### src/design/tms_ram.sv
// Generic single-write, single-read RAM with registered read data.
// No dependencies.

module tms_ram #(
    parameter  int WIDTH = 8,
    parameter  int DEPTH = 64,
    localparam int AW    = $clog2(DEPTH)
) (
    input  logic             i_clk,
    input  logic             i_we,
    input  logic [AW-1:0]    i_waddr,
    input  logic [WIDTH-1:0] i_wdata,
    input  logic             i_re,
    input  logic [AW-1:0]    i_raddr,
    output logic [WIDTH-1:0] o_rdata
);

    logic [WIDTH-1:0] r_mem [DEPTH];
    logic [WIDTH-1:0] r_rdata;

    always_ff @(posedge i_clk) begin
        if (i_we) begin
            r_mem[i_waddr] <= i_wdata;
        end
        // read data holds while no read is issued
        if (i_re) begin
            r_rdata <= r_mem[i_raddr];
        end
    end

    assign o_rdata = r_rdata;

endmodule

### config.mk
export PLATFORM = sky130hd
export DESIGN_NAME = tms_ram
export DESIGN_NICKNAME = d
export VERILOG_FILES = /design/src/design/tms_ram.sv
export SDC_FILE = /design/constraint.sdc
export NUM_CORES = 1
export LEC_CHECK = 0
export ABC_AREA = 1
export BUFFER_PORTS_ARGS = -buffer_cell sky130_fd_sc_hd__buf_2
export CORE_MARGIN = 4
export CORE_UTILIZATION = 40
export DETAILED_ROUTE_END_ITERATION = 12
export MAX_ROUTING_LAYER = met4
export PLACE_DENSITY_LB_ADDON = 0.3
export SYNTH_ARGS = -nofsm -noshare
export SYNTH_HDL_FRONTEND = slang
export SYNTH_SLANG_ARGS = --single-unit
### constraint.sdc
create_clock -name i_clk -period 4.7 [get_ports i_clk]
set_clock_uncertainty 0.05 [all_clocks]
set_input_delay 0.235 -clock i_clk [delete_from_list [all_inputs] [get_ports i_clk]]
set_output_delay 0.235 -clock i_clk [all_outputs]
set_load 0.02 [all_outputs]
=== After elaboration in Yosys (flattened, before gate mapping) ===
Memory sizes are Yosys's and may differ from the RTL's. A register that Yosys moved wholly into a read port is not among the register bits.
Cells that the tools add are included.

* Register bits: 0
* Bits in writable memories: 512
* Input bits: 23
* Logic and storage cells: 3
* Memories kept: 1

{| class="wikitable"
|+ Memories
! name !! depth !! bits a word !! read ports !! clocked after memory_dff !! wr ports !! line !! text
|-
| r_mem || 64 || 8 || 1 || 1 || 1 || 18 || <nowiki>logic [WIDTH-1:0] r_mem [DEPTH];</nowiki>
|}

* Mux-type cells: 2

{| class="wikitable"
|+ Operator list
! cell !! count
|-
| 1-bit 2-to-1 mux || 2
|}

=== Depth between registers and ports, before layout ===
* Depth after elaboration: 2
* Depth in mapped cells: 12
* Gate-level depth less buffers: 9

=== Worst setup path after synthesis ===
Ideal clock, no wire load.

* Kind: input to register
* Start: input port i_we
* End: memory r_mem[48][0] (enable)
* Library setup time: 0.395 ns
* Data arrival time: 1.606 ns
* Path slack: 2.649 ns
* Stages: 3
* Path buffers: 1
* Path through: clkbuf_1 > nand4_1 > nor4_1

* Longest elaborated chain between the ends: 2

{| class="wikitable"
|+ Ends and longest elaborated chain
! element !! line !! text
|-
| start, declared || 10 || <nowiki>input logic i_we,</nowiki>
|-
| 1-bit 2-to-1 mux || 22 || <nowiki>if (i_we) begin</nowiki>
|-
| 1-bit 2-to-1 mux (implied by the code) || 23 || <nowiki>r_mem[i_waddr] <= i_wdata;</nowiki>
|-
| end, declared || 18 ||
|}

Every way passes these cells.

==> results.md <==
- The flow ran to the end, and the final reports show no timing, DRC or antenna violations.
- The signal arrival time at the worst endpoint is 2.97 ns.
- After synthesis the cells add up to 21420 sq um.
- The total half-perimeter wirelength after legalization and detailed placement is 30320 microns.
- CTS placed an instance of sky130_fd_sc_hd__clkbuf_16 at the clock tree root.
- The share of total power dissipated in combinational logic is 6.1%.
- The switching power of the nets is 2.182 mW.
- The transition time at the pin with the least slew margin is 1.253 ns.
- The path type of the worst min-delay path is input port to flip-flop.
- The most frequent standard cell in the layout excluding fill and tap cells is sky130_fd_sc_hd__nand2_1.
- The final number of hold-violating endpoints is 0.
- The first detailed-routing pass ran for 5 iterations.
- The delay of the slowest cell on the worst path is 0.76 ns.
- In this run the most critical hold path is launched from i_wdata[1].
- The path type of the worst setup path is input port to flip-flop.
- The die covers 57310 sq um.
- The fraction of layout instances using a drive strength above 1 is 6.764%.
- Counting every net in the synthesized netlist gives 1828.
- In this run switching power makes up 22.50% of total power.
- Timing analysis after detailed placement gives a worst setup slack of 1.628 ns.
- The via count of the first global-routing pass was 13.23k.
- The biggest area contributor in the post-synthesis netlist is sky130_fd_sc_hd__edfxtp_1.
- Cell internal power was estimated by the tool at 7.517 mW.
- The count of state elements after synthesis is 520.
- The post-detailed-placement cell area is 21860 sq um.
- The boundary pin count is 31.
- The final max-slew violation count was 0.
- The shortest period the worst path allows is 2.554 ns.
- The initial antenna violation count is 3.
- The final antenna-violating net count is 0.
- The remaining global-route overflow is 0.
- The static power due to leakage is 8.318 nW.
- The share of the core filled with cells in the final layout is 44.56%.
- The number of buffers and inverters on the critical path is 3.
- Yosys printed 0 warnings.
- The power density normalized to cell area is 412.6 nW/um^2.
- Setup violations remaining at the end of the flow were counted as 0.
- The startpoint identified for the worst register-to-register timing path is r_mem[6][1]$_DFFE_PP_.
- In this run the tightest slew margin relative to its limit is 16.48%.
- The number of buffers inserted by port buffering is 30.
- Of the available clock period, the critical path in the final layout requires 54.34%.
- In this design, the largest share of critical-path delay is due to buffers and inverters.
- The element type at the critical path end is a flip-flop.
- Of all nets on the critical path, the largest fanout is 131.
- The clock network burns 40.7% of the power.
- Clock latency on the worst-skew pair, taken at its later pin, is 0.60 ns.
- The top achievable clock speed is 391.6 MHz.
- The setup TNS after final layout is 0 ns.
- The overall die height is 239.4 microns.
- Entering global routing, the biggest net connects 201 pins.
- In this run the biggest area consumer among cell types represents 72.90% of the synthesized area.
- TritonCTS built the clock tree.
- The worst-case setup margin in the final layout is 2.146 ns.
- Across the run, the number of max-cap violations was 0.
- The wire length of the first global-routing pass is 81950 microns.
- In this run the core area contains 84 standard-cell rows.
- At the end of the flow, the number of nets in the layout was 1828.
- The largest buffer count on any clock path is 3.
- The synthesized area divided by synthesized cell count is 11.87 sq um.
- The finished cells cover 23510 sq um.
- The clock-pin slew reported for the worst setup and hold paths after clock tree synthesis is 0.06 ns.
- The die is 239.4 microns wide.
- The starting density of the core is 40.60%.
- The number of clock sinks is 520.
- STA classifies the critical path startpoint as an input port.
- The count of H-tree levels built during CTS is 2.
- The DRC violations left is 0.
- By area the synthesized netlist is led by sky130_fd_sc_hd__edfxtp_1, sky130_fd_sc_hd__nand2_1, sky130_fd_sc_hd__nand3_1.
- The via count is 13.66k.
- The area growth from synthesis to layout is 9.755%.
- Setup repair after global routing left no endpoint under its margin.
- The number of instances in the synthesized netlist is 1805.
- Buffers inserted during clock tree synthesis total 55.
- The sequential element share of the synthesized area is 72.90%.
- In this run, the number of DRC markers left after iteration 0 of detailed routing was 1731.
- The share of power burned in registers is 53.2%.
- Walking the worst path, the cells encountered are buf_6 -> inv_6 -> buf_4 -> nand2_1 -> nand3_1 -> nand3_1 -> nand2_1 -> nand2_1 -> nand3_1 -> nand3_1 -> nand2_1.
- In this run the post-CTS setup repair buffer count came out at 0.
- The congestion estimate from routability-driven global placement came to 0.8830.
- The final layout contains routed wiring with a total length of 53620 microns.
- The overall power consumption is 9.700 mW.
- The mean number of vias per cell is 5.376.
- The core outline area is 52760 sq um.
- In the layout the commonest cells are sky130_fd_sc_hd__nand2_1, sky130_fd_sc_hd__edfxtp_1, sky130_fd_sc_hd__nand3_1.
- The standard cell with the maximum stage delay on the critical path is sky130_fd_sc_hd__inv_6.
- The worst ir drop on vdd is 301.2 uV.
- In the global route stage, overall resource usage came out at 19.30%.
- The required time of the worst setup path is 5.12 ns.
- The post-synthesis cell type count is 15.
- The routed length per placed instance is 21.10 microns.
- The startpoint of the worst setup timing path is i_raddr[0].
[power groups by stage]
stage          clock, mW  combinational, mW  sequential, mW
3_5_place_dp           0              0.587            5.26
3_3_place_gp           0              0.581            5.26
6_report            3.95              0.589            5.16
4_1_cts             4.02              0.589            5.16
2_1_floorplan          0              0.361            5.26
5_1_grt             4.23              0.652            5.16
[state kept, by name, summed over array words and instances (netlist names)]
signal	flops
o_rdata	8
r_mem	512
[cells by family (layout without fill, tap and decap cells)]
group | count (synthesis) | after routing | synth area share, %
other cells | 0 | 5 | 0
buf+inv | 125 | 168 | 4.007
flops | 520 | 520 | 72.90
simple gates | 1160 | 1160 | 23.09
[synth_stat cells, drive strengths merged]
library cell / n
edfxtp: 520
nor4: 8
nor2: 56
nand3: 439
nand4: 9
buf: 98
inv: 12
clkbuf: 15
nand2: 648
[per-stage QoR]
step           std cells  hold slack (ns)
2_1_floorplan       1805           0.2839
3_3_place_gp        2435           0.5579
3_5_place_dp        2435           0.5629
4_1_cts             2536          0.02615
5_1_grt             2538          0.04658
6_report            2541          0.05333
[layout make-up]
cell class / instances / area [sq um]
tap: 688 / 860.8
inverter: 12 / 52.55
clock buffer: 73 / 1465
timing repair buffer: 56 / 394.1
multi-input combinational: 1160 / 4946
fill: 4803 / 29250
sequential: 520 / 15620
antenna: 5 / 12.51
clock inverter: 27 / 162.7
[worst paths after layout]
kind / end / slack, ns / cells after the start
worst max-delay path: o_rdata[3]$_DFFE_PP_ / 2.15 / 11
worst min-delay path: r_mem[29][1]$_DFFE_PP_ / 0.05 / 1
worst max register to register: o_rdata[1]$_DFFE_PP_ / 3.10 / 8
worst min register to register: o_rdata[2]$_DFFE_PP_ / 0.87 / 8
[per-layer routing]
metal	GRT usage, %	share of wire (%)	vias up	wire length (microns)
met5	-	0	-	0
met4	4.239	1.8	0	952
met3	4.917	9.2	78	4922
met2	29.08	45	508	24310
met1	26.74	44	6709	23430
li1	-	-	6366	-
[what timing repair did]
item	CTS	global route
resized for setup	0	0
hold endpoints to repair	8	0
hold buffers	1	0
Note: power is estimated with default switching activity, not from simulation.
