## src/design/tms_pkg.sv

```systemverilog
// Shared types and constants for the transfer message scanner.
// Used by tms_parser, tms_emitter and transfer_message_scanner; no dependencies.

package tms_pkg;

    localparam int MAX_ACCOUNTS_DEF = 64;

    localparam int HDR_BYTES       = 3;
    localparam int KEY_BYTES       = 32;
    localparam int HASH_BYTES      = 32;
    localparam int KEY_WORDS       = 4;
    localparam int TRANSFER_LEN    = 12;
    localparam int AMOUNT_OFFSET   = 4;
    localparam int TAG_BYTES       = 4;
    localparam logic [7:0] TRANSFER_TAG = 8'h02;

    localparam int CNT_W    = 21;
    localparam int WORD_W   = 64;
    localparam int OUT_DATA_W = 128;
    localparam int OUT_USER_W = 8;

    typedef enum logic [3:0] {
        PH_HDR,
        PH_NACC,
        PH_KEYS,
        PH_HASH,
        PH_NINS,
        PH_PROG,
        PH_NIA,
        PH_IACC,
        PH_DLEN,
        PH_DATA,
        PH_DONE,
        PH_ERR
    } t_phase;

    typedef enum logic [2:0] {
        ST_FOUND     = 3'd0,
        ST_NONE      = 3'd1,
        ST_MALFORMED = 3'd2,
        ST_VERSIONED = 3'd3,
        ST_TOOMANY   = 3'd4
    } t_status;

    typedef enum logic [1:0] {
        EM_IDLE,
        EM_FETCH,
        EM_DRAIN
    } t_emit_state;

    // Message summary handed from the parser to the result stage
    typedef struct packed {
        t_status           status;
        logic [7:0]        recipient;
        logic [WORD_W-1:0] amount;
    } t_summary;

endpackage

```

## src/design/tms_emitter.sv

```systemverilog
// Result stage: fetches the recipient key words and streams four result words.
// Depends on tms_pkg; reads the key store RAM.

module tms_emitter
    import tms_pkg::*;
#(
    parameter  int MAX_ACCOUNTS = MAX_ACCOUNTS_DEF,
    localparam int AW  = $clog2(MAX_ACCOUNTS),
    localparam int KAW = AW + 2
) (
    input  logic                  i_clk,
    input  logic                  i_rst_n,
    input  logic                  i_sum_valid,
    input  t_summary              i_sum,
    output logic                  o_idle,
    output logic                  o_rd_en,
    output logic [KAW-1:0]        o_rd_addr,
    input  logic [WORD_W-1:0]     i_rd_data,
    output logic                  o_m_tvalid,
    input  logic                  i_m_tready,
    output logic [OUT_DATA_W-1:0] o_m_tdata,
    output logic [OUT_USER_W-1:0] o_m_tuser,
    output logic                  o_m_tlast
);

    t_emit_state       r_state, n_state;
    logic [2:0]        r_cnt;
    logic              r_rd_pend;
    logic [1:0]        r_rd_k;
    logic [WORD_W-1:0] r_buf [KEY_WORDS];
    t_status           r_status;
    logic [7:0]        r_rec;
    logic [WORD_W-1:0] r_amount;

    logic                  r_out_valid;
    logic [OUT_DATA_W-1:0] r_out_data;
    logic [OUT_USER_W-1:0] r_out_user;
    logic                  r_out_last;

    logic              load;
    logic              found;
    logic [WORD_W-1:0] word;

    // next state
    always_comb begin
        n_state = r_state;
        case (r_state)
            EM_IDLE: begin
                if (i_sum_valid) begin
                    n_state = EM_FETCH;
                end
            end
            EM_FETCH: begin
                if (r_rd_pend && (r_rd_k == 2'd3)) begin
                    n_state = EM_DRAIN;
                end
            end
            EM_DRAIN: begin
                if (load && (r_cnt[1:0] == 2'd3)) begin
                    n_state = EM_IDLE;
                end
            end
            default: n_state = EM_IDLE;
        endcase
    end

    // outputs
    always_comb begin
        o_idle    = (r_state == EM_IDLE);
        o_rd_en   = (r_state == EM_FETCH) && !r_cnt[2];
        o_rd_addr = {r_rec[AW-1:0], r_cnt[1:0]};
        load      = (r_state == EM_DRAIN) && (!r_out_valid || i_m_tready);
        found     = (r_status == ST_FOUND);
        word      = found ? r_buf[r_cnt[1:0]] : '0;
    end

    always_ff @(posedge i_clk) begin
        if (!i_rst_n) begin
            r_state     <= EM_IDLE;
            r_cnt       <= '0;
            r_rd_pend   <= 1'b0;
            r_out_valid <= 1'b0;
        end else begin
            r_state   <= n_state;
            r_rd_pend <= o_rd_en;
            if (r_state == EM_IDLE) begin
                r_cnt <= '0;
            end else if (o_rd_en || load) begin
                r_cnt <= 3'(r_cnt + 3'd1);
            end else if (n_state == EM_DRAIN && r_state == EM_FETCH) begin
                r_cnt <= '0;
            end
            if (load) begin
                r_out_valid <= 1'b1;
            end else if (i_m_tready) begin
                r_out_valid <= 1'b0;
            end
        end
    end

    always_ff @(posedge i_clk) begin
        if (r_state == EM_IDLE && i_sum_valid) begin
            r_status <= i_sum.status;
            r_rec    <= i_sum.recipient;
            r_amount <= i_sum.amount;
        end
        r_rd_k <= r_cnt[1:0];
        if (r_rd_pend) begin
            r_buf[r_rd_k] <= i_rd_data;
        end
        if (load) begin
            r_out_data <= {found ? r_amount : {WORD_W{1'b0}}, word};
            r_out_user <= {3'b0, r_status, r_cnt[1:0]};
            r_out_last <= (r_cnt[1:0] == 2'd3);
        end
    end

    assign o_m_tvalid = r_out_valid;
    assign o_m_tdata  = r_out_data;
    assign o_m_tuser  = r_out_user;
    assign o_m_tlast  = r_out_last;

endmodule

```

## config.mk

```make
export PLATFORM = sky130hd
export DESIGN_NAME = tms_emitter
export DESIGN_NICKNAME = d
export VERILOG_FILES = /design/src/design/tms_pkg.sv /design/src/design/tms_emitter.sv
export SDC_FILE = /design/constraint.sdc
export NUM_CORES = 1
export LEC_CHECK = 0
export BUFFER_PORTS_ARGS = -buffer_cell sky130_fd_sc_hd__buf_2
export CAP_MARGIN = 30
export CORE_MARGIN = 10
export CORE_UTILIZATION = 41
export DETAILED_ROUTE_END_ITERATION = 8
export PLACE_DENSITY_LB_ADDON = 0.3
export SETUP_SLACK_MARGIN = 0.2
export SLEW_MARGIN = 20
export SYNTH_ARGS = -nofsm -noshare
export SYNTH_HDL_FRONTEND = slang
export SYNTH_SLANG_ARGS = --single-unit
```

## constraint.sdc

```tcl
create_clock -name i_clk -period 13 [get_ports i_clk]
set_clock_uncertainty 0.1 [all_clocks]
set_input_delay 3.25 -clock i_clk [delete_from_list [all_inputs] [get_ports i_clk]]
set_output_delay 3.25 -clock i_clk [all_outputs]
set_load 0.02 [all_outputs]
```

# ---- Word level (Yosys, flattened, before mapping)
# Memories as Yosys holds them, arrays and structs flattened. A register that Yosys moved wholly into a read port is not among the register bits.
# Cells that the tools add are included.
dict set report totals {
  ff_bits 216
  latch_bits 0
  ramBits 256
  rom_bits 0
  input_bits 143
  output_inout_bits 148
  elab_cells 45
  mem_count 1
}
dict set report op_classes {
  addsub 1
  mul 0
  n_div 0
  n_lt_le_gt_ge 0
  eq_ne 5
  shifts 0
  muxes 10
  bitwise 1
  n_reduce_logical 16
}
# memory depth word_bits rd rd_ports_with_merged_regs wr line_no
set mem_list {}
lappend mem_list {r_buf 4 64 1 1 1 tms_emitter.sv:30} ;# logic [WORD_W-1:0] r_buf [KEY_WORDS];
# operator count
set ops {}
lappend ops {{2-bit equality test (second input constant)} 4}
lappend ops {{1-bit logical AND} 6}
lappend ops {{2-bit two-way mux} 3}
lappend ops {{3-bit two-way mux} 2}
lappend ops {{2-bit one-hot mux with 3 select lines} 1}
lappend ops {{1-bit two-way mux} 4}
lappend ops {{2-bit nonzero test} 2}
lappend ops {{3-bit by 1-bit adder with 3-bit output (second input constant)} 1}
lappend ops {{1-bit zero test} 3}
lappend ops {{3-bit zero test} 1}
lappend ops {{2-bit by 1-bit equality test with 1-bit output (second input constant)} 1}
lappend ops {{2-bit zero test} 1}
lappend ops {{1-bit logical OR} 2}
lappend ops {{2-bit OR reduction} 1}
lappend ops {{1-bit inverter} 1}

# ---- Longest topological paths before layout
dict set report logic_depth {
  ltp_word 10
  depth_mapped 5
  mapped_depth_nobuf 4
}

# ---- Worst setup path after synthesis
# OpenSTA, ideal clock, no wires.
dict set report synth_timing {
  path_kind {input port to flip-flop}
  from {input i_m_tready}
  to {register r_out_data[0] (netlist: o_m_tdata[0]) (read register of r_buf), enable pin}
  setup_ns 0.510
  arrival_time_ns 6.491
  required_ns 12.390
  setup_slack_ns 5.899
  path_stages 2
  n_path_buf 0
  path_cell_list {nand2b_1 -> and2_1}
}
dict set report synth_between {
  elab_chain_len 2
}
# item line_no
set synth_rtl {}
lappend synth_rtl {{from (decl)} tms_emitter.sv:20} ;# input logic i_m_tready,
lappend synth_rtl {{1-bit logical OR} tms_emitter.sv:72} ;# load = (r_state == EM_DRAIN) && (!r_out_valid || i_m_tready);
lappend synth_rtl {{1-bit logical AND} tms_emitter.sv:72}
lappend synth_rtl {{net load} tms_emitter.sv:40} ;# logic load;
lappend synth_rtl {{to (decl)} tms_emitter.sv:36} ;# logic [OUT_DATA_W-1:0] r_out_data;
# The timed path passes the listed nets, and every way through them passes these cells.
# A chain may end at the register's enable or synchronous reset.

# ---- Worst setup path in the final report
dict set report layout_timing {
  from {register r_state[0]}
  to {output o_rd_en}
}
dict set report layout_between {
  elab_chain_len 2
}
# item line_no
set layout_rtl {}
lappend layout_rtl {{from (decl)} tms_emitter.sv:26} ;# t_emit_state r_state, n_state;
lappend layout_rtl {{from (signal assigned)} tms_emitter.sv:84} ;# r_state <= n_state;
lappend layout_rtl {{2-bit by 1-bit equality test with 1-bit output} tms_emitter.sv:70} ;# o_rd_en = (r_state == EM_FETCH) && !r_cnt[2];
lappend layout_rtl {{1-bit logical AND} tms_emitter.sv:70}
lappend layout_rtl {{to (decl)} tms_emitter.sv:16} ;# output logic o_rd_en,
# Every way passes these cells.

==> qor_table.md <==
| Metric | This run | Unit |
|:---|:---|:---|
| Number of filler instances in the final layout | 3236 | - |
| Hold Buf Count CTS | 0 | - |
| Slew margin rel. | 42.7 | % |
| Final setup TNS | 0 | ns |
| Max Root-Sink Buffers | 3 | - |
| Count of TritonRoute iterations in the first routing pass | 4 | - |
| Grt ovf | 0 | - |
| Routed wirelength normalized by instance count | 22.3 | um |
| Remaining antenna violation count after routing | 0 | - |
| Post-CTS Resized | 0 | - |
| Startpoint type of the worst setup path | flip-flop | - |
| Hold Path Class | flip-flop to flip-flop | - |
| Top cell type's share of synthesized area | 83.0 | % |
| Area of the mapped netlist | 0.0168 | mm2 |
| Worst R2R Setup Slack | 10.23 | ns |
| Proportion of synthesized chip area in sequential cells | 84.1 | % |
| Leakage power total | 6.99 | nW |
| Total half-perimeter wirelength after legalization and detailed placement | 22100 | um |
| Aggregate routed wire length | 36000 | um |
| Initial core utilization | 41.8 | % |
| Number of max-cap violations | 0 | - |
| Standard cell core area | 0.0401 | mm2 |
| Clock slew at the register clock pins of the worst setup and hold paths | 0.06 | ns |
| Final Critical Period | 5.12 | ns |
| Worst skew pair latency | 0.56 | ns |
| Number of global-route vias before repair | 8474 | - |
| Setup CP Type | flip-flop to output pin | - |
| Required time at the endpoint of the critical path | 9.65 | ns |
| Maximum achievable frequency | 195 | MHz |
| YS warnings | 0 | - |
| Number of enable flip-flop cells after synthesis | 463 | - |
| Synth Instances | 736 | - |
| RD Place Congestion | 0.742 | - |
| Initial drt markers | 634 | - |
| Die area | 0.0493 | mm2 |
| CP Data Arrival Time | 1.77 | ns |
| Status | finished, final reports clean | - |
| Die height | 222 | um |
| Top post-synthesis cells by area | edfxtp_1 83%, mux4_2 8.6%, and2_1 4.9% | - |
| Proportion of layout cells with a drive suffix above 1 | 39.8 | % |
| GR Util All Layers | 14.4 | % |
| Final standard cell utilization of the core | 50.6 | % |
| Initial antenna violation count | 2 | - |
| Most area-hungry cell type in the Yosys netlist | edfxtp_1 | - |
| Die Span X | 222 | um |
| Vias per cell | 4.88 | - |
| Share of the cycle needed by the critical path after routing | 39.3 | % |
| Largest fanout on the critical path | 8 | - |
| Clock tree from TritonCTS | yes | - |
| Number of clock sinks seen by CTS | 472 | - |
| Transition time of the tightest slew-check pin | 0.860 | ns |
| Final #Nets | 1197 | - |
| Number of clock buffers inserted by TritonCTS | 48 | - |
| Synth async-reset ratio | 0 | % |
| H-tree levels | 2 | - |
| Register bit total from synthesis | 472 | - |
| Post-route DRC violation count | 0 | - |
| Post-synthesis area per instance | 22.8 | um2 |
| Final slew viol count | 0 | - |
| Post-route non-filler standard cell count | 1611 | - |
| Root Buffer | clkbuf_16 | - |
| Standard-cell row count | 73 | - |
| Buffers on Ports | 285 | - |
| CP Capture Type | output pin | - |
| Power per cell area | 150 | mW/mm2 |
| Worst vdd ir | 0.0941 | mV |
| Count of placed standard cells including taps | 1528 | - |
| Final-report hold violation count | 0 | - |
| First-pass GRT wire length | 54200 | um |
| Setup repair after global routing missed its margin | no | - |
| Number of top-level pins | 291 | - |
| Number of post-CTS setup repair buffers | 0 | - |
| Synthesis-to-finish area growth | 21.1 | % |
| Ys flop type | edfxtp_1 | - |
| Count of cells along the worst hold path | 0 | - |
| Number of setup violations in the final report | 0 | - |
| Vias after detailed routing | 7859 | - |
| Worst R2R Path Depth | 3 | - |
| Largest net degree at the start of global routing | 73 | - |
| Post-synth cell types | 26 | - |
==> path summary, 6_finish.rpt <==
| check | startpoint | endpoint |
|---|---|---|
| setup / recovery | r_state[0]$_SDFF_PN0_ | o_rd_en |
| hold / removal | r_status[1]$_DFFE_PP_ | o_m_tuser[3]$_DFFE_PP_ |
| setup reg to reg | r_cnt[0]$_SDFFE_PP0P_ | o_m_tdata[41]$_SDFFCE_PP0P_ |
| hold reg to reg | r_status[1]$_DFFE_PP_ | o_m_tuser[3]$_DFFE_PP_ |
==> critical path, cell delays in order, from the launching register on <==
cell and delay (ns):
dfxtp_1 0.43, nor3b_1 0.47, buf_2 0.30
==> Yosys cell counts (2+ instances only) <==
| library cell | number |
|---|---|
| inv_1 | 2 |
| buf_6 | 6 |
| nor3b_1 | 2 |
| nand2_1 | 3 |
| nor2_1 | 5 |
| o21ai_0 | 2 |
| and2_1 | 131 |
| a21oi_1 | 5 |
| mux4_2 | 64 |
| edfxtp_1 | 463 |
| buf_4 | 5 |
| nand2b_1 | 2 |
| clkbuf_1 | 15 |
| nor2b_1 | 4 |
| dfxtp_1 | 9 |
| buf_2 | 8 |
==> routing by layer <==
metal	part of all wire, %	global-route usage, %	up-vias
li1	-	-	3552
met1	42	18.4	3977
met2	48	23.3	281
met3	7.6	4.31	49
met4	1.8	4.46	0
met5	0	0	-
==> kinds of logic after synthesis <==
group | after synthesis | share of synthesized area [%]
mux | 65 | 8.66
buf+inv | 36 | 1.25
fa+ha+maj | 1 | 0.0747
flops | 472 | 84.1
other cells | 1 | 0.0224
simple gates | 150 | 5.50
compound gates | 11 | 0.411
==> final cells by class <==
class	instances	area [um2]	share of cell area [%]
clock inverters	20	140	0.691
clock buffers	60	1270	6.25
flip-flops and latches	472	14100	69.5
diodes	3	7.51	0.0370
repair buffers	299	1610	7.95
inverters	2	7.51	0.0370
multi-input cells	230	2500	12.3
well taps	525	657	3.24
==> placed cells by master (no fill, tap or decap), types with 2 or more instances in the layout <==
| master | n |
|---|---|
| clkbuf_1 | 11 |
| buf_4 | 10 |
| clkinv_1 | 10 |
| and2_4 | 2 |
| conb_1 | 3 |
| clkinv_2 | 7 |
| buf_16 | 4 |
| a21oi_1 | 5 |
| dfxtp_1 | 7 |
| dfxtp_4 | 2 |
| nor2_1 | 4 |
| buf_2 | 285 |
| clkbuf_16 | 49 |
| mux4_2 | 64 |
| bufinv_16 | 2 |
| diode_2 | 3 |
| and2_1 | 129 |
| nor2b_1 | 4 |
| o21ai_0 | 2 |
| nand2_1 | 3 |
| edfxtp_1 | 463 |
| inv_1 | 2 |
| nand2b_1 | 2 |
==> through the flow <==
stage | cell area (um2) | total power [mW] | setup slack [ns] | hold slack [ns]
2_1_floorplan | 16800 | 1.78 | 5.90 | 0.284
5_1_grt | 20300 | 3.15 | 7.73 | 0.396
6_report | 20300 | 3.04 | 7.88 | 0.374
4_1_cts | 20300 | 3.08 | 7.82 | 0.372
3_5_place_dp | 18900 | 1.82 | 7.60 | 0.356
3_3_place_gp | 18800 | 1.81 | 7.59 | 0.360
==> flip-flops by register name, indices dropped and copies added, names as in the netlist, 2 cells and up <==
register   cells
r_state        2
r_status       3
r_buf        256
r_rec          6
o_m_tdata    128
r_amount      64
r_rd_k         2
o_m_tuser      5
r_cnt          3
==> power breakdown <==
part | internal [mW] | total, mW | switching [mW]
Sequential | 1.69 | 1.70 | 0.00778
Clock | 0.722 | 1.25 | 0.528
Combinational | 0.0392 | 0.0833 | 0.0440
Total | 2.46 | 3.04 | 0.580
(Power assumes the default switching activity.)
