## config.mk

```make
export PLATFORM = sky130hd
export DESIGN_NAME = tms_parser
export DESIGN_NICKNAME = d
export VERILOG_FILES = /design/src/design/tms_pkg.sv /design/src/design/tms_parser.sv
export SDC_FILE = /design/constraint.sdc
export NUM_CORES = 1
export LEC_CHECK = 0
export ABC_AREA = 1
export BUFFER_PORTS_ARGS = -buffer_cell sky130_fd_sc_hd__buf_2
export CAP_MARGIN = 20
export CORE_ASPECT_RATIO = 0.5
export CORE_MARGIN = 2
export CORE_UTILIZATION = 31
export DETAILED_ROUTE_END_ITERATION = 10
export SYNTH_ARGS = -nofsm -noshare
export SYNTH_HDL_FRONTEND = slang
export SYNTH_SLANG_ARGS = --single-unit
```

## constraint.sdc

```tcl
create_clock -name i_clk -period 10.05 [get_ports i_clk]
set_clock_uncertainty 0.1 [all_clocks]
set_input_delay 2.01 -clock i_clk [delete_from_list [all_inputs] [get_ports i_clk]]
set_output_delay 2.01 -clock i_clk [all_outputs]
set_load 0.005 [all_outputs]
```

## src/design/tms_pkg.sv

```systemverilog
// Shared types and constants for the transfer message scanner.
// Used by tms_parser, tms_emitter and transfer_message_scanner; no dependencies.

package tms_pkg;

    localparam int MAX_ACCOUNTS_DEF = 64;

    localparam int HDR_BYTES       = 3;
    localparam int KEY_BYTES       = 32;
    localparam int HASH_BYTES      = 32;
    localparam int KEY_WORDS       = 4;
    localparam int TRANSFER_LEN    = 12;
    localparam int AMOUNT_OFFSET   = 4;
    localparam int TAG_BYTES       = 4;
    localparam logic [7:0] TRANSFER_TAG = 8'h02;

    localparam int CNT_W    = 21;
    localparam int WORD_W   = 64;
    localparam int OUT_DATA_W = 128;
    localparam int OUT_USER_W = 8;

    typedef enum logic [3:0] {
        PH_HDR,
        PH_NACC,
        PH_KEYS,
        PH_HASH,
        PH_NINS,
        PH_PROG,
        PH_NIA,
        PH_IACC,
        PH_DLEN,
        PH_DATA,
        PH_DONE,
        PH_ERR
    } t_phase;

    typedef enum logic [2:0] {
        ST_FOUND     = 3'd0,
        ST_NONE      = 3'd1,
        ST_MALFORMED = 3'd2,
        ST_VERSIONED = 3'd3,
        ST_TOOMANY   = 3'd4
    } t_status;

    typedef enum logic [1:0] {
        EM_IDLE,
        EM_FETCH,
        EM_DRAIN
    } t_emit_state;

    // Message summary handed from the parser to the result stage
    typedef struct packed {
        t_status           status;
        logic [7:0]        recipient;
        logic [WORD_W-1:0] amount;
    } t_summary;

endpackage

```

## src/design/tms_parser.sv

```systemverilog
// Byte-wise field walker: header, account keys, blockhash and instruction list.
// Depends on tms_pkg; drives the key store and zero-flag RAM write ports.

module tms_parser
    import tms_pkg::*;
#(
    parameter  int MAX_ACCOUNTS = MAX_ACCOUNTS_DEF,
    localparam int AW  = $clog2(MAX_ACCOUNTS),
    localparam int KAW = AW + 2
) (
    input  logic              i_clk,
    input  logic              i_rst_n,
    input  logic              i_accept,
    input  logic [7:0]        i_byte,
    input  logic              i_last,
    output logic              o_key_we,
    output logic [KAW-1:0]    o_key_waddr,
    output logic [WORD_W-1:0] o_key_wdata,
    output logic              o_zero_we,
    output logic [AW-1:0]     o_zero_waddr,
    output logic              o_zero_wdata,
    output logic              o_zero_re,
    output logic [AW-1:0]     o_zero_raddr,
    input  logic              i_zero_rdata,
    output logic              o_sum_valid,
    output t_summary          o_sum
);

    localparam int PW = AW + 5;
    localparam int CW = $clog2(MAX_ACCOUNTS + 1);

    t_phase            r_phase, n_phase;
    logic [PW-1:0]     r_pos, n_pos;
    logic [CNT_W-1:0]  r_vval, n_vval;
    logic [1:0]        r_vused, n_vused;
    logic [CW-1:0]     r_acnt, n_acnt;
    logic [CNT_W-1:0]  r_fbl, n_fbl;
    logic [CNT_W-1:0]  r_ins, n_ins;
    logic [7:0]        r_prog, n_prog;
    logic              r_two, n_two;
    logic [7:0]        r_second, n_second;
    logic              r_dlen12, n_dlen12;
    logic              r_prefix, n_prefix;
    logic [WORD_W-1:0] r_amount, n_amount;
    logic [WORD_W-1:0] r_kword, n_kword;
    logic              r_zrun, n_zrun;
    logic              r_found, n_found;
    logic [7:0]        r_rec, n_rec;
    logic [WORD_W-1:0] r_famt, n_famt;
    t_status           r_err, n_err;

    logic [CNT_W-1:0]  v_full;
    logic              v_done;
    logic              v_over;
    logic              v_phase;

    // compact-u16 decode: low 7-bit group first
    always_comb begin
        case (r_vused)
            2'd0:    v_full = r_vval | {14'b0, i_byte[6:0]};
            2'd1:    v_full = r_vval | {7'b0, i_byte[6:0], 7'b0};
            default: v_full = r_vval | {i_byte[6:0], 14'b0};
        endcase
    end

    assign v_done  = ~i_byte[7];
    assign v_over  = i_byte[7] && (r_vused == 2'd2);
    assign v_phase = (r_phase == PH_NACC) || (r_phase == PH_NINS) ||
                     (r_phase == PH_NIA) || (r_phase == PH_DLEN);

    // next state
    always_comb begin
        logic       do_finish;
        logic       hit;
        logic [2:0] lane;
        logic [2:0] apos;

        n_phase  = r_phase;
        n_pos    = r_pos;
        n_vval   = r_vval;
        n_vused  = r_vused;
        n_acnt   = r_acnt;
        n_fbl    = r_fbl;
        n_ins    = r_ins;
        n_prog   = r_prog;
        n_two    = r_two;
        n_second = r_second;
        n_dlen12 = r_dlen12;
        n_prefix = r_prefix;
        n_amount = r_amount;
        n_kword  = r_kword;
        n_zrun   = r_zrun;
        n_found  = r_found;
        n_rec    = r_rec;
        n_famt   = r_famt;
        n_err    = r_err;
        do_finish = 1'b0;
        hit       = 1'b0;
        lane      = r_pos[2:0];
        apos      = 3'(r_pos - PW'(AMOUNT_OFFSET));

        if (i_accept) begin
            if (v_phase) begin
                if (v_done) begin
                    n_vval  = '0;
                    n_vused = '0;
                end else if (v_over) begin
                    n_vval  = '0;
                    n_vused = '0;
                    n_err   = ST_MALFORMED;
                    n_phase = PH_ERR;
                end else begin
                    n_vval  = v_full;
                    n_vused = 2'(r_vused + 2'd1);
                end
            end

            case (r_phase)
                PH_HDR: begin
                    if (r_pos == '0 && i_byte[7]) begin
                        n_err   = ST_VERSIONED;
                        n_phase = PH_ERR;
                    end else if (r_pos == PW'(HDR_BYTES - 1)) begin
                        n_pos   = '0;
                        n_phase = PH_NACC;
                    end else begin
                        n_pos = PW'(r_pos + PW'(1));
                    end
                end
                PH_NACC: begin
                    if (v_done) begin
                        if (v_full > CNT_W'(MAX_ACCOUNTS)) begin
                            n_err   = ST_TOOMANY;
                            n_phase = PH_ERR;
                        end else begin
                            n_acnt = CW'(v_full);
                            n_pos  = '0;
                            if (v_full == '0) begin
                                n_fbl   = CNT_W'(HASH_BYTES);
                                n_phase = PH_HASH;
                            end else begin
                                n_fbl   = {v_full[15:0], 5'b0};
                                n_phase = PH_KEYS;
                            end
                        end
                    end
                end
                PH_KEYS: begin
                    // assemble one 64-bit key word, low byte first
                    n_kword = (lane == 3'd0) ? '0 : r_kword;
                    n_kword[{lane, 3'b0} +: 8] = i_byte;
                    n_zrun  = ((r_pos[4:0] == 5'd0) || r_zrun) && (i_byte == 8'd0);
                    n_pos   = PW'(r_pos + PW'(1));
                    n_fbl   = CNT_W'(r_fbl - CNT_W'(1));
                    if (r_fbl == CNT_W'(1)) begin
                        n_fbl   = CNT_W'(HASH_BYTES);
                        n_phase = PH_HASH;
                    end
                end
                PH_HASH: begin
                    n_fbl = CNT_W'(r_fbl - CNT_W'(1));
                    if (r_fbl == CNT_W'(1)) begin
                        n_phase = PH_NINS;
                    end
                end
                PH_NINS: begin
                    if (v_done) begin
                        n_ins   = v_full;
                        n_phase = (v_full == '0) ? PH_DONE : PH_PROG;
                    end
                end
                PH_PROG: begin
                    n_prog  = i_byte;
                    n_phase = PH_NIA;
                end
                PH_NIA: begin
                    if (v_done) begin
                        n_two    = (v_full >= CNT_W'(2));
                        n_second = '0;
                        n_pos    = '0;
                        if (v_full == '0) begin
                            n_phase = PH_DLEN;
                        end else begin
                            n_fbl   = v_full;
                            n_phase = PH_IACC;
                        end
                    end
                end
                PH_IACC: begin
                    if (r_pos == PW'(1)) begin
                        n_second = i_byte;
                    end
                    if (r_pos < PW'(2)) begin
                        n_pos = PW'(r_pos + PW'(1));
                    end
                    n_fbl = CNT_W'(r_fbl - CNT_W'(1));
                    if (r_fbl == CNT_W'(1)) begin
                        n_phase = PH_DLEN;
                    end
                end
                PH_DLEN: begin
                    if (v_done) begin
                        n_dlen12 = (v_full == CNT_W'(TRANSFER_LEN));
                        n_prefix = 1'b1;
                        n_amount = '0;
                        n_pos    = '0;
                        if (v_full == '0) begin
                            do_finish = 1'b1;
                        end else begin
                            n_fbl   = v_full;
                            n_phase = PH_DATA;
                        end
                    end
                end
                PH_DATA: begin
                    if (r_pos < PW'(TAG_BYTES)) begin
                        if (i_byte != ((r_pos == '0) ? TRANSFER_TAG : 8'd0)) begin
                            n_prefix = 1'b0;
                        end
                    end else if (r_pos < PW'(TRANSFER_LEN)) begin
                        n_amount[{apos, 3'b0} +: 8] = i_byte;
                    end
                    if (r_pos < PW'(TRANSFER_LEN)) begin
                        n_pos = PW'(r_pos + PW'(1));
                    end
                    n_fbl = CNT_W'(r_fbl - CNT_W'(1));
                    if (r_fbl == CNT_W'(1)) begin
                        do_finish = 1'b1;
                    end
                end
                default: begin
                end
            endcase

            if (do_finish) begin
                hit = ({1'b0, r_prog} < 9'(r_acnt)) && i_zero_rdata && n_dlen12 &&
                      n_prefix && n_two && ({1'b0, n_second} < 9'(r_acnt));
                if (hit) begin
                    n_found = 1'b1;
                    n_rec   = n_second;
                    n_famt  = n_amount;
                    n_phase = PH_DONE;
                end else begin
                    n_ins   = CNT_W'(r_ins - CNT_W'(1));
                    n_phase = (r_ins == CNT_W'(1)) ? PH_DONE : PH_PROG;
                end
            end
        end
    end

    // outputs
    always_comb begin
        o_key_we     = i_accept && (r_phase == PH_KEYS) && (r_pos[2:0] == 3'd7);
        o_key_waddr  = r_pos[PW-1:3];
        o_key_wdata  = n_kword;
        o_zero_we    = i_accept && (r_phase == PH_KEYS) && (r_pos[4:0] == 5'd31);
        o_zero_waddr = r_pos[PW-1:5];
        o_zero_wdata = n_zrun;
        o_zero_re    = i_accept && (r_phase == PH_PROG);
        o_zero_raddr = i_byte[AW-1:0];

        o_sum_valid = i_accept && i_last;
        if (n_phase == PH_ERR) begin
            o_sum.status = n_err;
        end else if (n_found) begin
            o_sum.status = ST_FOUND;
        end else if (n_phase == PH_DONE) begin
            o_sum.status = ST_NONE;
        end else begin
            o_sum.status = ST_MALFORMED;
        end
        o_sum.recipient = n_rec;
        o_sum.amount    = n_famt;
    end

    // restart the parse after the final byte of each message
    always_ff @(posedge i_clk) begin
        if (!i_rst_n || (i_accept && i_last)) begin
            r_phase  <= PH_HDR;
            r_pos    <= '0;
            r_vval   <= '0;
            r_vused  <= '0;
            r_acnt   <= '0;
            r_fbl    <= '0;
            r_ins    <= '0;
            r_prog   <= '0;
            r_two    <= 1'b0;
            r_second <= '0;
            r_dlen12 <= 1'b0;
            r_prefix <= 1'b1;
            r_amount <= '0;
            r_zrun   <= 1'b0;
            r_found  <= 1'b0;
            r_rec    <= '0;
            r_famt   <= '0;
            r_err    <= ST_FOUND;
        end else begin
            r_phase  <= n_phase;
            r_pos    <= n_pos;
            r_vval   <= n_vval;
            r_vused  <= n_vused;
            r_acnt   <= n_acnt;
            r_fbl    <= n_fbl;
            r_ins    <= n_ins;
            r_prog   <= n_prog;
            r_two    <= n_two;
            r_second <= n_second;
            r_dlen12 <= n_dlen12;
            r_prefix <= n_prefix;
            r_amount <= n_amount;
            r_zrun   <= n_zrun;
            r_found  <= n_found;
            r_rec    <= n_rec;
            r_famt   <= n_famt;
            r_err    <= n_err;
        end
    end

    always_ff @(posedge i_clk) begin
        r_kword <= n_kword;
    end

endmodule

```

* Word level (Yosys, flattened, before mapping)
Cells that the tools add are included.
** Storage, ports and cells
- Word-level logic and storage cells :: 203
- Bits in registers :: 311
- Output and inout port bits :: 164
- Input port bits :: 13
** Operators by class
- Multiplexer cells :: 98
- Bitwise gates (word level) :: 5
- $add $sub $neg :: 7
- Shift-type cells :: 4
- Reduce and logical (&&, ||, !) cells :: 35
- Equality and inequality tests :: 28
- Order comparisons :: 7
** Operators by type and width (count)
- two-way mux 64 bit :: 9
- two-way mux 21 bit :: 12
- bitwise mux 64 bit :: 2
- one-hot mux 64 bit (2 select lines) :: 1
- variable shift 8 x 8 -> 64 bit, first input constant :: 2
- indexed part select 8 x 8 -> 64 bit :: 2
- one-hot mux 21 bit (4 select lines) :: 1
- two-way mux 4 bit :: 20
- two-way mux 11 bit :: 7
- one-hot mux 11 bit (6 select lines) :: 1
- two-way mux 8 bit :: 6
- equality test 21 x 1 -> 1 bit, second input constant :: 2
- one-hot mux 21 bit (2 select lines) :: 1
- subtractor 21 x 1 -> 21 bit, second input constant :: 2
- one-hot mux 4 bit (9 select lines) :: 1
- two-way mux 3 bit :: 8
- equality test 21 x 4 -> 1 bit, second input constant :: 1
- greater-or-equal comparator 21 x 2 -> 1 bit, second input constant :: 1
- greater-than comparator 21 x 7 -> 1 bit, second input constant :: 1
- logical NOT 21 bit :: 1
- OR 21 x 14 -> 21 bit :: 1
- OR 21 bit :: 1
- OR 21 x 7 -> 21 bit :: 1
- two-way mux 1 bit :: 20
- 42 further kinds :: 80

* Depth between registers and ports, before layout
Gate-level depths: netlist of the first run.
- Depth in word-level cells :: 17
- Mapped depth :: 24
- Mapped depth without buffers :: 24

* Least setup slack after synthesis of the first run
Ideal clock, no wire load.
- Path type :: input-to-output
- Start :: input i_byte[7]
- End :: output o_sum[10] (netlist bit)
- Path slack :: 3.788 ns
- Data required time :: 7.940 ns
- Buffers on the path :: 2
- Data arrival time :: 4.152 ns
- Stages on the path :: 18
- Cells stage by stage :: nor3_1 nand2_1 nand2_1 o22ai_1 ha_1 a21o_1 a21oi_1 nand2_1 nor2_1 nand2_1 nor2_1 nand2_2 nor2_4 inv_2 buf_6 buf_2 nand2_1 nand2_1
** RTL lines
- start: declaration :: RTL line tms_parser.sv:14 : input logic [7:0] i_byte,
- end: declaration :: RTL line tms_parser.sv:26 : output t_summary o_sum

==> results of run 1 <==
## sequential cells by signal, indices dropped and copies added (netlist names)
| signal | flops |
|---|---|
| r_vval | 21 |
| r_found | 1 |
| r_kword | 64 |
| r_fbl | 21 |
| r_rec | 8 |
| r_prefix | 1 |
| r_famt | 64 |
| r_pos | 11 |
| r_acnt | 7 |
| r_second | 8 |
| r_phase | 4 |
| r_prog | 8 |
| r_two | 1 |
| r_err | 3 |
| r_amount | 64 |
| r_ins | 21 |
| r_vused | 2 |
| r_zrun | 1 |
| r_dlen12 | 1 |
## layout make-up
type	count	area (sq um)
flip-flops and latches	311	6230
inverters	325	1220
diodes	1	2.50
well taps	649	812
multi-input cells	1495	7440
clock inverters	19	267
clock buffers	39	856
repair buffers	194	1020
fillers	5268	31100
## power by group through the flow
stage | combinational, mW | sequential [mW] | clock (mW)
2_1_floorplan | 0.462 | 1.39 | 0
3_3_place_gp | 0.668 | 1.40 | 0
3_5_place_dp | 0.670 | 1.40 | 0
4_1_cts | 0.674 | 1.37 | 1.31
5_1_grt | 0.763 | 1.38 | 1.37
6_report | 0.679 | 1.37 | 1.29
## per-stage QoR
stage	area (sq um)	cells	hold WS (ps)	setup slack [ps]	power, mW
final	17800	3033	361	2530	3.34
after global routing	17800	3032	379	2260	3.51
after CTS	17800	3032	365	2520	3.36
after detailed placement	16700	2974	353	2540	2.07
after global placement	16700	2974	338	2600	2.07
after floorplan	15500	2260	325	3790	1.85
## logic make-up (layout without fill, tap and decap cells)
kind of cell    Yosys count  in the layout  synth area share
compound gates          596            596             0.212
fa+ha+maj                24             24            0.0194
flops                   311            311             0.402
xor+xnor                 36             36            0.0203
simple gates            839            839             0.228
buf+inv                 454            577             0.119
other cells               0              1                 0
## cells in the final DEF, fill, tap and decap left out, types with 4 or more instances in the layout
master	count
a211oi_1	9
a21oi_1	258
a21oi_2	4
buf_2	176
buf_4	18
bufinv_16	5
clkbuf_16	31
clkbuf_8	5
clkinv_4	5
clkinvlp_4	5
dfxtp_1	311
ha_1	24
inv_1	315
inv_2	6
nand2_1	495
nand2_2	5
nand3_1	122
nand3b_1	5
nand4_1	23
nor2_1	135
nor2_2	7
nor2_4	4
nor3_1	22
nor4_1	8
o211ai_1	31
o21ai_0	181
o221ai_1	4
o22ai_1	91
xnor2_1	5
xor2_1	31
## final timing paths
kind | startpoint | endpoint | slack, ps | cells past startpoint
worst max register to register | r_phase[0] | r_famt[32] | 5810 | 17
worst min register to register | r_rec[7] | r_rec[7] | 360 | 2
worst min-delay path | r_rec[7] | r_rec[7] | 360 | 2
worst max-delay path | i_byte[5] | o_sum[49] | 2530 | 16
## layer usage
layer	part of all wire	up-vias	global-route usage	wire, um
met1	0.46	7047	0.248	22600
met4	0.024	0	0.0491	1180
met2	0.46	386	0.296	22500
met3	0.054	77	0.0297	2620
met5	0	-	0	0
li1	-	7629	-	-
## worst max-delay path: stages
cell	delay, ps
buf_2	180
inv_1	540
o22ai_1	280
ha_1	340
a21o_1	180
a21oi_1	130
nand2_1	70
nor2_1	110
nand2_1	50
nor2_1	110
nand2_2	120
nor2_4	110
buf_4	570
nand2_1	250
nand2_1	140
buf_2	120
==> impl_metrics.toml, run 1 <==
[global_route]
antenna_found_initial = 1
grt_usage = 0.181
grt_pass1_wl_um = 76300
grt_max_degree = 116
grt-ovfl-total = 0
grt_pass1_vias = 13600

[detailed_routing]
wirelength_um = 49000
drt_first_iter_violations = 1340
drt-wirelength-per-cell_um = 16.1
ant_nets = 0
drc_errors = 0
vias = 15100
vias_per_cell = 4.99
drt_pre_antenna_iters = 5

[timing]
fin_tns_setup_ps = 0
period_share = 0.749
finalSetupViolations = 0
period_minus_slack_ps = 7520
tightest_slew_ps = 1020
hold_viol = 0
rsz0062_at_grt = "no"
maxSlewViolCount = 0
fmax_ghz = 0.133
slew-limit-headroom = 0.317

[synth]
synth_flop_cell = "dfxtp_1"
yosysMostFrequentCell = "nand2_1"
ys_ff_latch = 311
synth_top_area_share = 0.402
synth_area_leaders = "dfxtp_1 40%, nand2_1 12%, a21oi_1 8.3%"
synthTopCellsByCount = "496 x nand2_1, 316 x inv_1, 311 x dfxtp_1, 258 x a21oi_1, 181 x o21ai_0"
ys_async_sr_fraction = 0
syn-num-nets = 2297
synth_edf_count = 0
synth_largest_area_cell = "dfxtp_1"
syn_inst = 2260
syn_area_per_cell_sq_um = 6.86
synth_area_sq_mm = 0.0155
ys_warn_count = 0
synth_seq_area_share = 0.402
netlist-cell-type-count = 47

[clock_tree]
clock_sinks = 311
ctsResizeCount = 0
clk_pin_slew_ps = 60
cts_buffer_depth = 3
ctsHtreeMaxLevel = 1
cts_tree = "done"
clk_latency_ps = 600
ctsHoldBuffers = 0
post-cts-setup-buffers = 0
numCtsBuffers = 31
root_buffer = "clkbuf_16"

[pwr]
power_leakage_nw = 8.35
power_switching_mw = 1.05
ir_drop_v = 0.000108
power_frac_seq = 0.412
p_int_mw = 2.29
powerDensity_mw_per_mm2 = 187
combPwrFrac = 0.203
swShare = 0.314
p_clk_frac = 0.385

[place]
gp_congestion = 0.939
dp_hpwl_um = 33500
io_buffers = 176

[critical_path]
cp_data_arrival_time_ps = 5410
startpoint_type = "primary input"
cp_max_fo = 70
required_ps = 7940
criticalPathCategory = "primary input to output pin"
cp-end-kind = "output pin"

[cells_and_area]
area_growth_pct = 15.1
drive_gt1_frac = 0.120
final_core_utilization = 0.365
nets = 2395

[die]
core_sq_mm = 0.0489
dieHeight_um = 162
initial_utilization = 0.317
dieArea_sq_mm = 0.0519
chipWidth_um = 320
ios = 177
rows = 57

[worst_hold_path]
hold_class = "flip-flop to flip-flop"

[outcome]
outcome = "complete, no violations"

[run]
max-cap-violations = 0
Power figures use the tool's default switching activity.
==> run 2: changes to the inputs <==
ABC_AREA = 0   (was 1)
clock period = 7.3 ns   (was 10.05 ns; I/O delays follow)
==> run 2 against run 1 <==
Worst setup slack got worse by 2100 ps. Register-to-register slack lost 2900 ps. Global-route usage up 0.18 points. Design area shrank 1.2%. Area after synthesis down 1.2%. Largest cell class unchanged. Largest power group unchanged.
==> impl_metrics.toml, run 2 <==
[cells_and_area]
drive_gt1_frac = 0.151
final_cell_mix = "405 x nand2_1, 311 x dfxtp_1, 197 x nor2_1"
antennaDiodeCount = 0
nets = 2082
fin_cells = 2718
area_growth_pct = 15.1
top_regs = "r_amount (64), r_famt (64), r_kword (64)"
layout_commonest_cell = "nand2_1"
final_core_utilization = 0.362

[detailed_routing]
drt_pre_antenna_iters = 5
wirelength_um = 49100
vias = 14600
vias_per_cell = 5.37
ant_nets = 0
drc_errors = 0
drt-wirelength-per-cell_um = 18.1
drt_first_iter_violations = 1314

[place]
gp_congestion = 0.923
pre_cts_ws_ps = 481
io_buffers = 176
dp_hpwl_um = 33600
place_inst = 2660

[die]
initial_utilization = 0.315
chipWidth_um = 318
dieHeight_um = 161
dieArea_sq_mm = 0.0513
core_sq_mm = 0.0486
rows = 57
ios = 177

[timing]
hold_viol = 0
maxSlewViolCount = 0
fmax_ghz = 0.146
fin_tns_setup_ps = 0
period_minus_slack_ps = 6830
finalSetupViolations = 0
period_share = 0.935
timing.final.ws_setup_ps = 474
slew-limit-headroom = 0.282
rsz0062_at_grt = "no"
tightest_slew_ps = 1070

[synth]
synth_largest_area_cell = "dfxtp_1"
syn_inst = 1974
synth_area_leaders = "dfxtp_1 41%, nand2_1 10%, a21oi_1 5.0%"
synthTopCellsByCount = "407 x nand2_1, 311 x dfxtp_1, 197 x nor2_1, 152 x a21oi_1, 128 x clkbuf_1"
netlist-cell-type-count = 87
synth_flop_cell = "dfxtp_1"
syn_area_per_cell_sq_um = 7.76
synth_seq_area_share = 0.407
synth_edf_count = 0
ys_async_sr_fraction = 0
yosysMostFrequentCell = "nand2_1"
synth_area_sq_mm = 0.0153
syn-num-nets = 2011
synth_top_area_share = 0.407
ys_ff_latch = 311
ys_warn_count = 0

[worst_hold_path]
hold_class = "flip-flop to flip-flop"
min_path_cells = 2

[pwr]
ir_drop_v = 0.000165
power_leakage_nw = 7.22
powerDensity_mw_per_mm2 = 223

[critical_path]
reg2reg_depth = 16
required_ps = 5740
slowest_stage = "or4b_2"
cp-end-kind = "output pin"
cp_max_fo = 9
critPathMaxStageDelay_ps = 600
reg2reg_slack_ps = 2910
cp_data_arrival_time_ps = 5270
criticalPathCategory = "primary input to output pin"
path_cells = "buf_2 -> nor4b_2 -> nand2_1 -> nand3_1 -> nand2_1 -> ha_1 -> or4b_2 -> a221oi_1 -> o221ai_1 -> nor2b_1 -> a21oi_2 -> or4_4 -> a211oi_1 -> buf_2"
startpoint_type = "primary input"

[clock_tree]
post-cts-setup-buffers = 0
ctsHtreeMaxLevel = 1
ctsHoldBuffers = 0
root_buffer = "clkbuf_16"
cts_tree = "done"
ctsResizeCount = 0
clock_sinks = 311
numCtsBuffers = 31
clk_latency_ps = 580
clk_pin_slew_ps = 60
cts_buffer_depth = 3

[global_route]
grt-ovfl-total = 0
grt_pass1_wl_um = 76300
grt_pass1_vias = 13300
grt_usage = 0.183
grt_max_degree = 92
antenna_found_initial = 0

[outcome]
outcome = "complete, no violations"

[run]
max-cap-violations = 0
==> run 2: cell type report <==
cell class	count	area [sq um]
Fill cell	5111	31000
Multi-Input combinational cell	1459	8240
Sequential cell	311	6230
Timing Repair Buffer	213	1180
Clock buffer	45	888
Tap cell	649	812
Clock inverter	12	169
Inverter	29	109
==> run 2: worst paths after layout <==
| path | from | endpoint |
|---|---|---|
| worst max-delay path | i_byte[7] | o_sum[72] |
| worst min-delay path | r_famt[13] | r_famt[13] |
| worst max register to register | r_pos[1] | r_famt[30] |
| worst min register to register | r_famt[13] | r_famt[13] |
==> run 2: critical path: cells and delay by family <==
kind	cells	cell delay (ps)
simple gates	7	2280
compound gates	4	1000
buf+inv	2	340
fa+ha+maj	1	180
==> run 2: through the flow <==
| step | instance area (sq um) | hold WS, ps | power [mW] |
|---|---|---|---|
| floorplan | 15300 | 340 | 2.12 |
| global placement | 16600 | 346 | 2.27 |
| detailed placement | 16600 | 352 | 2.27 |
| CTS | 17600 | 361 | 3.96 |
| global route | 17600 | 376 | 4.08 |
| finish | 17600 | 359 | 3.93 |
==> run 2: kinds of logic (layout without fill, tap and decap cells) <==
kind of cell	after synthesis	count (layout)	synth area share
simple gates	825	825	0.241
compound gates	571	571	0.251
flops	311	311	0.407
buf+inv	204	299	0.0571
fa+ha+maj	24	24	0.0196
xor+xnor	20	20	0.0114
mux	19	19	0.0127
==> run 2: report_power, final <==
group / total, mW / internal [mW] / switching, mW
Sequential: 1.75 / 1.73 / 0.0196
Clock: 1.68 / 0.983 / 0.701
Combinational: 0.492 / 0.154 / 0.338
==> run 2: routing by layer <==
layer / track usage / share of wire / vias to the layer above / wire length [um]
met5: 0 / 0 / - / 0
met4: 0.0534 / 0.026 / 0 / 1260
met3: 0.0212 / 0.050 / 81 / 2470
met2: 0.309 / 0.47 / 445 / 23300
met1: 0.246 / 0.45 / 6940 / 22000
li1: - / - / 7118 / -
==> run 3: changes to the inputs <==
BUFFER_PORTS_ARGS = -buffer_cell sky130_fd_sc_hd__buf_4   (was -buffer_cell sky130_fd_sc_hd__buf_2)
==> run 3 against run 2 <==
Non-clock buffer count down 12. Highest routed layer unchanged. Clock power grew 2%. Sequential cell count is the same. Maximum frequency increased by 0.21%. Worst hold slack lost 1.6 ps. Largest cell class unchanged. Final cell count fell by 0.44%.
==> impl_metrics.toml, run 3 (synthesized netlist as in run 2, its figures left out) <==
[detailed_routing]
drt_pre_antenna_iters = 5
wirelength_um = 49700
drc_errors = 0
drt-wirelength-per-cell_um = 18.4
vias_per_cell = 5.43
vias = 14700
ant_nets = 0
drt_first_iter_violations = 1472

[timing]
fin_tns_setup_ps = 0
period_share = 0.933
fmax_ghz = 0.147
holdWs_ps = 357
period_minus_slack_ps = 6810
timing.final.ws_setup_ps = 488
rsz0062_at_grt = "no"
slew-limit-headroom = 0.268
tightest_slew_ps = 1090
hold_viol = 0
finalSetupViolations = 0
maxSlewViolCount = 0

[clock_tree]
clk_latency_ps = 540
cts_tree = "done"
ctsHtreeMaxLevel = 2
clk_pin_slew_ps = 50
ctsResizeCount = 0
post-cts-setup-buffers = 0
ctsHoldBuffers = 0
root_buffer = "clkbuf_16"
clock_sinks = 311
cts_buffer_depth = 3
numCtsBuffers = 34

[die]
core_sq_mm = 0.0486
rows = 57
dieArea_sq_mm = 0.0513
initial_utilization = 0.315
ios = 177
dieHeight_um = 161
chipWidth_um = 318

[place]
io_buffers = 176
pre_cts_ws_ps = 441
placed_area_sq_mm = 0.0169
dp_hpwl_um = 32600
gp_congestion = 0.910
place_inst = 2648

[worst_hold_path]
hold_class = "flip-flop to flip-flop"
min_path_cells = 2
hold_start = "r_famt[19]"
holdPathEnd = "r_famt[19]"

[cells_and_area]
antennaDiodeCount = 0
top_regs = "r_amount (64), r_famt (64), r_kword (64)"
layout_commonest_cell = "nand2_1"
final_core_utilization = 0.370
multiInputGateArea_sq_mm = 0.00824
fillers = 5029
final_cell_mix = "405 x nand2_1, 311 x dfxtp_1, 199 x buf_4"
postLayoutCellArea_sq_mm = 0.0180
drive_gt1_frac = 0.148
nets = 2073
area_growth_pct = 17.5
fin_cells = 2706
final-seq-area_sq_mm = 0.00623

[outcome]
outcome = "complete, no violations"

[critical_path]
cp_data_arrival_time_ps = 5250
startpoint_type = "primary input"
reg2reg_from = "r_pos[1]"
criticalPathCategory = "primary input to output pin"
reg2reg_slack_ps = 2760
cp-end-kind = "output pin"
cp_max_fo = 50
reg2reg_depth = 16
worst_r2r_endpoint = "r_famt[31]"
required_ps = 5740

[global_route]
antenna_found_initial = 0
grt_pass1_vias = 13400
grt-ovfl-total = 0
grt_usage = 0.186
grt_max_degree = 208
grt_pass1_wl_um = 77300

[pwr]
power_leakage_nw = 7.18
ir_drop_v = 0.000124
power.total_mw = 3.98
powerDensity_mw_per_mm2 = 221

[run]
max-cap-violations = 0
[run 3: worst max path at each step]
stage | slack (ps) | start | end | depth (start not counted)
global route | 200 | i_byte[7] | o_sum[31] | 16
floorplan | 1180 | i_byte[7] | o_sum[74] | 13
finish | 490 | i_byte[7] | o_sum[31] | 16
CTS | 420 | i_byte[7] | o_sum[74] | 14
global placement | 540 | i_byte[7] | o_sum[74] | 14
detailed placement | 440 | i_byte[7] | o_sum[74] | 14
[run 3: critical path, cell delays in order]
cell	delay, ps
buf_4	130
nor4b_2	310
nand2_1	300
nand3_1	210
nand2_1	90
ha_1	180
or4b_2	600
a221oi_1	230
o221ai_1	160
nor2b_1	220
buf_4	200
and3_2	250
buf_4	460
nand2_1	180
nand2_1	110
buf_4	110
[run 3: layer usage]
layer / GRT usage / vias up / part of all wire
met5: 0 / - / 0
met1: 0.248 / 7047 / 0.45
met3: 0.0266 / 92 / 0.051
met2: 0.313 / 459 / 0.47
li1: - / 7088 / -
met4: 0.0590 / 0 / 0.026
[run 3: final cells by class]
cell class / count / area share
multi-input combinational: 1459 / 0.458
sequential: 311 / 0.346
timing repair buffer: 201 / 0.0845
clock buffer: 44 / 0.0527
tap: 649 / 0.0451
clock inverter: 13 / 0.00793
inverter: 29 / 0.00605
[run 3: power by group]
part           internal (mW)  switching, mW
sequential              1.73         0.0194
combinational          0.165          0.339
clock                  0.992          0.732
total                   2.89           1.09
